File: config.mk
export PLATFORM = sky130hd
export DESIGN_NAME = lrtm_ctrl
export DESIGN_NICKNAME = d
export VERILOG_FILES = /design/src/lrtm_pkg.sv /design/src/lrtm_ctrl.sv
export SDC_FILE = /design/constraint.sdc
export NUM_CORES = 1
export LEC_CHECK = 0
export BUFFER_PORTS_ARGS = -buffer_cell sky130_fd_sc_hd__buf_2
export CAP_MARGIN = 20
export CORE_AREA = 2 2 39 41
export DETAILED_ROUTE_END_ITERATION = 7
export DIE_AREA = 0 0 41 43
export MAX_ROUTING_LAYER = met4
export PLACE_DENSITY = 0.56
export SLEW_MARGIN = 30
export SYNTH_ARGS = -nofsm -noshare
export SYNTH_HDL_FRONTEND = slang
export SYNTH_SLANG_ARGS = --single-unit
File: constraint.sdc
create_clock -name clock -period 2.8 [get_ports clock]
set_input_delay 0.42 -clock clock [delete_from_list [all_inputs] [get_ports clock]]
set_output_delay 0.42 -clock clock [all_outputs]
set_load 0.02 [all_outputs]
File: src/lrtm_pkg.sv
// Shared constants, types and codes for the linear recurrence term unit.
`default_nettype none

package lrtm_pkg;

   // Field and matrix geometry
   localparam int ORDER    = 4;
   localparam int ROW_W    = $clog2(ORDER);
   localparam int REG_W    = 12;
   localparam int N_W      = 62;
   localparam int EXP_BITS = 61;
   localparam int MODULUS  = 2553;

   // Register file
   localparam int CSR_IDX_W = 3;
   localparam logic [CSR_IDX_W-1:0] CSR_INIT_TERM_1 = 3'd0;
   localparam logic [CSR_IDX_W-1:0] CSR_INIT_TERM_2 = 3'd1;
   localparam logic [CSR_IDX_W-1:0] CSR_INIT_TERM_3 = 3'd2;
   localparam logic [CSR_IDX_W-1:0] CSR_INIT_TERM_4 = 3'd3;
   localparam logic [CSR_IDX_W-1:0] CSR_COEF_LAG_1  = 3'd4;
   localparam logic [CSR_IDX_W-1:0] CSR_COEF_LAG_2  = 3'd5;
   localparam logic [CSR_IDX_W-1:0] CSR_COEF_LAG_3  = 3'd6;
   localparam logic [CSR_IDX_W-1:0] CSR_COEF_LAG_4  = 3'd7;

   // Multiply-reduce widths: four 12x12 products summed, then a
   // reciprocal multiply estimates the quotient to within one
   localparam int PROD_W    = 2 * REG_W;
   localparam int SUM_W     = PROD_W + ROW_W;
   localparam int MOD_W     = $clog2(MODULUS);
   localparam int T_W       = MOD_W + 1;
   localparam int RED_SHIFT = SUM_W + REG_W;
   localparam int RECIP_W   = RED_SHIFT - $clog2(MODULUS) + 2;
   localparam int QP_W      = SUM_W + RECIP_W;
   localparam int Q_W       = QP_W - RED_SHIFT;
   localparam logic [RECIP_W-1:0] MOD_RECIP = RECIP_W'((64'd1 << RED_SHIFT) / MODULUS);
   localparam logic [SUM_W-1:0]   MOD_SUM   = SUM_W'(MODULUS);
   localparam logic [T_W-1:0]     MOD_T     = T_W'(MODULUS);
   localparam logic [ROW_W-1:0]   ROW_LAST  = ROW_W'(ORDER - 1);

   // Operation codes for the multiply unit
   localparam int OP_W = 2;
   localparam logic [OP_W-1:0] OP_ACC = 2'd0;  // acc row times base
   localparam logic [OP_W-1:0] OP_SQ  = 2'd1;  // one row of base squared
   localparam logic [OP_W-1:0] OP_DOT = 2'd2;  // acc row dotted with initial terms

   typedef logic [REG_W-1:0]          elem_type;
   typedef elem_type [ORDER-1:0]      row_type;
   typedef row_type  [ORDER-1:0]      mat_type;

   typedef struct packed {
      logic [OP_W-1:0]  op;
      logic [ROW_W-1:0] row;
   } tag_type;

   // Controller to datapath
   typedef struct packed {
      logic    load;
      logic    issue;
      tag_type tag;
      logic    commit;
   } cmd_type;

   // Datapath to controller
   typedef struct packed {
      logic is_short;
      logic exp_zero;
      logic exp_last;
      logic exp_bit0;
      logic pipe_busy;
   } status_type;

   // Configuration: index 0 is term 1 / lag 1
   typedef struct packed {
      row_type init;
      row_type coef;
   } cfg_type;

endpackage

`default_nettype wire

File: src/lrtm_ctrl.sv
// Controller: sequences square-and-multiply passes and the final dot product.
`default_nettype none

module lrtm_ctrl (
   input  wire logic                 clock,
   input  wire logic                 reset,
   input  wire logic                 start,
   input  wire lrtm_pkg::status_type status,
   output lrtm_pkg::cmd_type         cmd,
   output logic                      busy,
   output logic                      rsp_valid
);
   import lrtm_pkg::*;

   localparam logic [2:0] ST_IDLE      = 3'd0;
   localparam logic [2:0] ST_CHECK     = 3'd1;
   localparam logic [2:0] ST_ISSUE     = 3'd2;
   localparam logic [2:0] ST_DRAIN     = 3'd3;
   localparam logic [2:0] ST_COMMIT    = 3'd4;
   localparam logic [2:0] ST_DOT       = 3'd5;
   localparam logic [2:0] ST_DOT_DRAIN = 3'd6;
   localparam logic [2:0] ST_FINISH    = 3'd7;

   logic [2:0]       state_ff, state_in;
   logic             acc_pend_ff, acc_pend_in;
   logic [ROW_W-1:0] row_ff, row_in;

   // Next state and commands
   always_comb begin
      state_in    = state_ff;
      acc_pend_in = acc_pend_ff;
      row_in      = row_ff;
      cmd         = '0;
      case (state_ff)
         ST_IDLE: begin
            if (start) begin
               cmd.load = 1'b1;
               state_in = ST_CHECK;
            end
         end
         ST_CHECK: begin
            if (status.is_short) begin
               state_in = ST_FINISH;
            end else if (status.exp_zero) begin
               state_in = ST_DOT;
            end else begin
               acc_pend_in = status.exp_bit0;
               row_in      = '0;
               state_in    = ST_ISSUE;
            end
         end
         ST_ISSUE: begin
            cmd.issue = 1'b1;
            if (acc_pend_ff) begin
               cmd.tag.op  = OP_ACC;
               acc_pend_in = 1'b0;
               // top exponent bit: no further squaring needed
               if (status.exp_last) begin
                  state_in = ST_DRAIN;
               end
            end else begin
               cmd.tag.op  = OP_SQ;
               cmd.tag.row = row_ff;
               row_in      = ROW_W'(row_ff + 1'b1);
               if (row_ff == ROW_LAST) begin
                  state_in = ST_DRAIN;
               end
            end
         end
         ST_DRAIN: begin
            if (!status.pipe_busy) begin
               state_in = ST_COMMIT;
            end
         end
         ST_COMMIT: begin
            cmd.commit = 1'b1;
            state_in   = ST_CHECK;
         end
         ST_DOT: begin
            cmd.issue  = 1'b1;
            cmd.tag.op = OP_DOT;
            state_in   = ST_DOT_DRAIN;
         end
         ST_DOT_DRAIN: begin
            if (!status.pipe_busy) begin
               state_in = ST_FINISH;
            end
         end
         ST_FINISH: begin
            state_in = ST_IDLE;
         end
         default: begin
            state_in = ST_IDLE;
         end
      endcase
   end

   always_ff @(posedge clock) begin
      if (reset) begin
         state_ff    <= ST_IDLE;
         acc_pend_ff <= 1'b0;
         row_ff      <= '0;
      end else begin
         state_ff    <= state_in;
         acc_pend_ff <= acc_pend_in;
         row_ff      <= row_in;
      end
   end

   assign busy      = (state_ff != ST_IDLE);
   assign rsp_valid = (state_ff == ST_FINISH);

   // Result strobe lasts one cycle
   a_rsp_single: assert property (@(posedge clock) disable iff (reset)
      rsp_valid |=> !rsp_valid)
      else $error("result strobe held for more than one cycle");

   // Squared matrix only taken once the unit has drained
   a_commit_drained: assert property (@(posedge clock) disable iff (reset)
      cmd.commit |-> !status.pipe_busy)
      else $error("commit while multiply unit still busy");

   // A taken query keeps the block busy
   a_load_busy: assert property (@(posedge clock) disable iff (reset)
      cmd.load |=> busy)
      else $error("busy not raised after query accepted");

   // The dot issue shows up in the multiply pipeline
   a_dot_in_pipe: assert property (@(posedge clock) disable iff (reset)
      (state_ff == ST_DOT) |=> status.pipe_busy)
      else $error("dot product issue lost");

endmodule

`default_nettype wire
==> reports/metrics.cfg <==
[worst_setup_path]
crit_fanout = 16
startpoint_type = flop
crit_arrival_ps = 1720
crit_type = reg2out
cp-end-kind = primary output
required_ps = 2380

[finish]
layout_commonest_cell = buf_2
most-common-layout-cells = buf_2, dfxtp_1, nor2_1, nor2b_1
n_antenna_cell = 0
area_growth_pct = 24.43
drive_above_1_share_pct = 31.43
nNetsFinal = 81

[timing]
fin_crit_ps = 2144
tns_ps = 0
setup_ws_ps = 655.7
worstMarginPinSlew_ps = 428.2
hold_viol_final = 0
max_freq_ghz = 0.4663
finalSetupViolCount = 0
final_max_slew_viol_count = 0
slew_headroom_pct = 71.41
rsz0062_at_grt = no
fin_skew_ps = 7.851
post-route-period-util_pct = 76.58

[route]
antenna_left = 0
drtIter0Drc = 5
vias = 436
route.detailed.drc = 0
drt-wirelength-per-cell_um = 11.45
dr.pass1.iters = 3
routed_wl_um = 985
viasPerCell = 5.070

[placement]
gp_congestion = 0.7466
dp_hpwl_um = 721.8
pre_cts_slack_ps = 932.9
io_buffers = 16

[die]
fp-row-count = 14
ios = 17
die_y_um = 43
start_util_pct = 31.83
core_area_um2 = 1384
die-area_um2 = 1763
fp.dieW_um = 41

[logic_synthesis]
syn_area_per_cell_um2 = 8.008
ys_warn_count = 0
async_flop_share_pct = 0
synth-edff-count = 0
synth_ff_type = dfxtp_1
synthesis.nets = 64
syn-cell-area_um2 = 440.4
yosysSeqAreaShare_pct = 27.27
ys_ff_latch = 6
synth.distinct_cells = 30
synthCells = 55

[pwr]
pwr_density_cell_nw_per_um2 = 715.6
p_sw_w = 0.0001668
p_comb_share_pct = 41.5
clkPwrFrac_pct = 20.9
p_leak_nw = 0.2407
p_sw_share_pct = 42.52
pwr-share-seq_pct = 37.6
cellInternalPower_w = 0.0002254
vdd_drop_max_uv = 461.4

[clocking]
cts_tree = built
cts_root_buf = clkbuf_4
cts_resized = 0
cts.sink_count = 6
clk_pin_slew_ps = 50
clockBufferDepth = 2
htreeDepth = 1
post_cts_buffers = 0
cts_hold_buf = 0
insertion_delay_ps = 250
numCtsBuffers = 3

[global_routing]
grt_usage_pct = 13.48
grt_max_degree = 17
antenna_found_initial = 0
grt_pass1_vias = 358
gr-total-overflow = 0
grt_pass1_wl_um = 1573

[job]
cap_violations = 0

[run_status]
outcome = complete, no violations

[worst_hold_path]
min_path_type = in2reg

-- area by class of cell --
cell class / count / area [um2]
Timing Repair Buffer: 16 / 80.08
Inverter: 2 / 7.507
Sequential cell: 6 / 120.1
Tap cell: 16 / 20.02
Clock buffer: 3 / 22.52
Fill cell: 150 / 835.8
Multi-Input combinational cell: 43 / 297.8
-- cells in the mapped netlist, types with 2 or more instances --
cell type  n  share of area (%)
nor2b_1    4                5.7
and2_1     2                2.8
nand2b_1   3                4.3
o21ai_0    2                2.3
clkbuf_1   4                3.4
nor2_1     4                3.4
a21oi_1    3                3.4
nor3_1     2                2.3
or3_1      2                2.8
inv_1      2                1.7
nor3b_1    2                3.4
dfxtp_1    6                 27
or3b_1     2                4.0
-- cells by family (layout without fill, tap and decap cells) --
family / after synthesis / after routing / share of synthesized area [%]
fa+ha+maj: 1 / 1 / 2.840
simple gates: 28 / 28 / 41.19
flops: 6 / 6 / 27.27
buf+inv: 6 / 21 / 5.113
compound gates: 12 / 12 / 18.75
mux: 2 / 2 / 4.829
-- per-layer routing --
layer	GRT usage, %	up-vias	routed length, um
met3	3.141	4	47
met5	-	-	0
met4	8.000	0	19
met2	17.50	12	431
met1	18.33	187	487
li1	-	233	-
-- worst max-delay path, cell delays in order (launching register included) --
cell and delay, ps:
dfxtp_1 580, or3b_4 470, nor2_1 140, and2_1 140, buf_2 150
-- flip-flops by register name, summed over array words and instances (netlist names) --
name	count
row_ff	2
acc_pend_ff	1
state_ff	3
-- final timing paths --
kind                                               start                        to  slack, ps  depth (start not counted)
worst max-delay path            state_ff[1]$_SDFFE_PP0P_                    cmd[1]        660                          4
worst min register to register    row_ff[1]$_SDFFE_PP0P_    row_ff[1]$_SDFFE_PP0P_        490                          2
worst min-delay path                           status[1]  acc_pend_ff$_SDFFE_PP0P_        450                          3
worst max register to register  state_ff[1]$_SDFFE_PP0P_    row_ff[0]$_SDFFE_PP0P_       1050                          3
-- stage by stage --
stage          instance area, um2  utilization [%]  total power, W  hold slack, ps  instances
2_1_floorplan               440.4                -       0.0002652           461.1         55
3_5_place_dp                525.5            37.97       0.0003115           488.5         83
6_report                    548.0            39.60       0.0003922           447.9         86
4_1_cts                     548.0            39.60       0.0003945           444.5         86
3_3_place_gp                525.5            37.97       0.0003112           486.6         83
5_1_grt                     548.0            39.60       0.0004162           469.4         86
-- power groups by stage --
stage          combinational (W)   clock, W  sequential (W)
5_1_grt                 0.000178  0.0000861        0.000152
3_5_place_dp            0.000165          0        0.000147
4_1_cts                 0.000165  0.0000844        0.000145
3_3_place_gp            0.000165          0        0.000146
6_report                0.000163  0.0000819        0.000147
2_1_floorplan           0.000150          0        0.000116
Note: power is estimated with default switching activity, not from simulation.
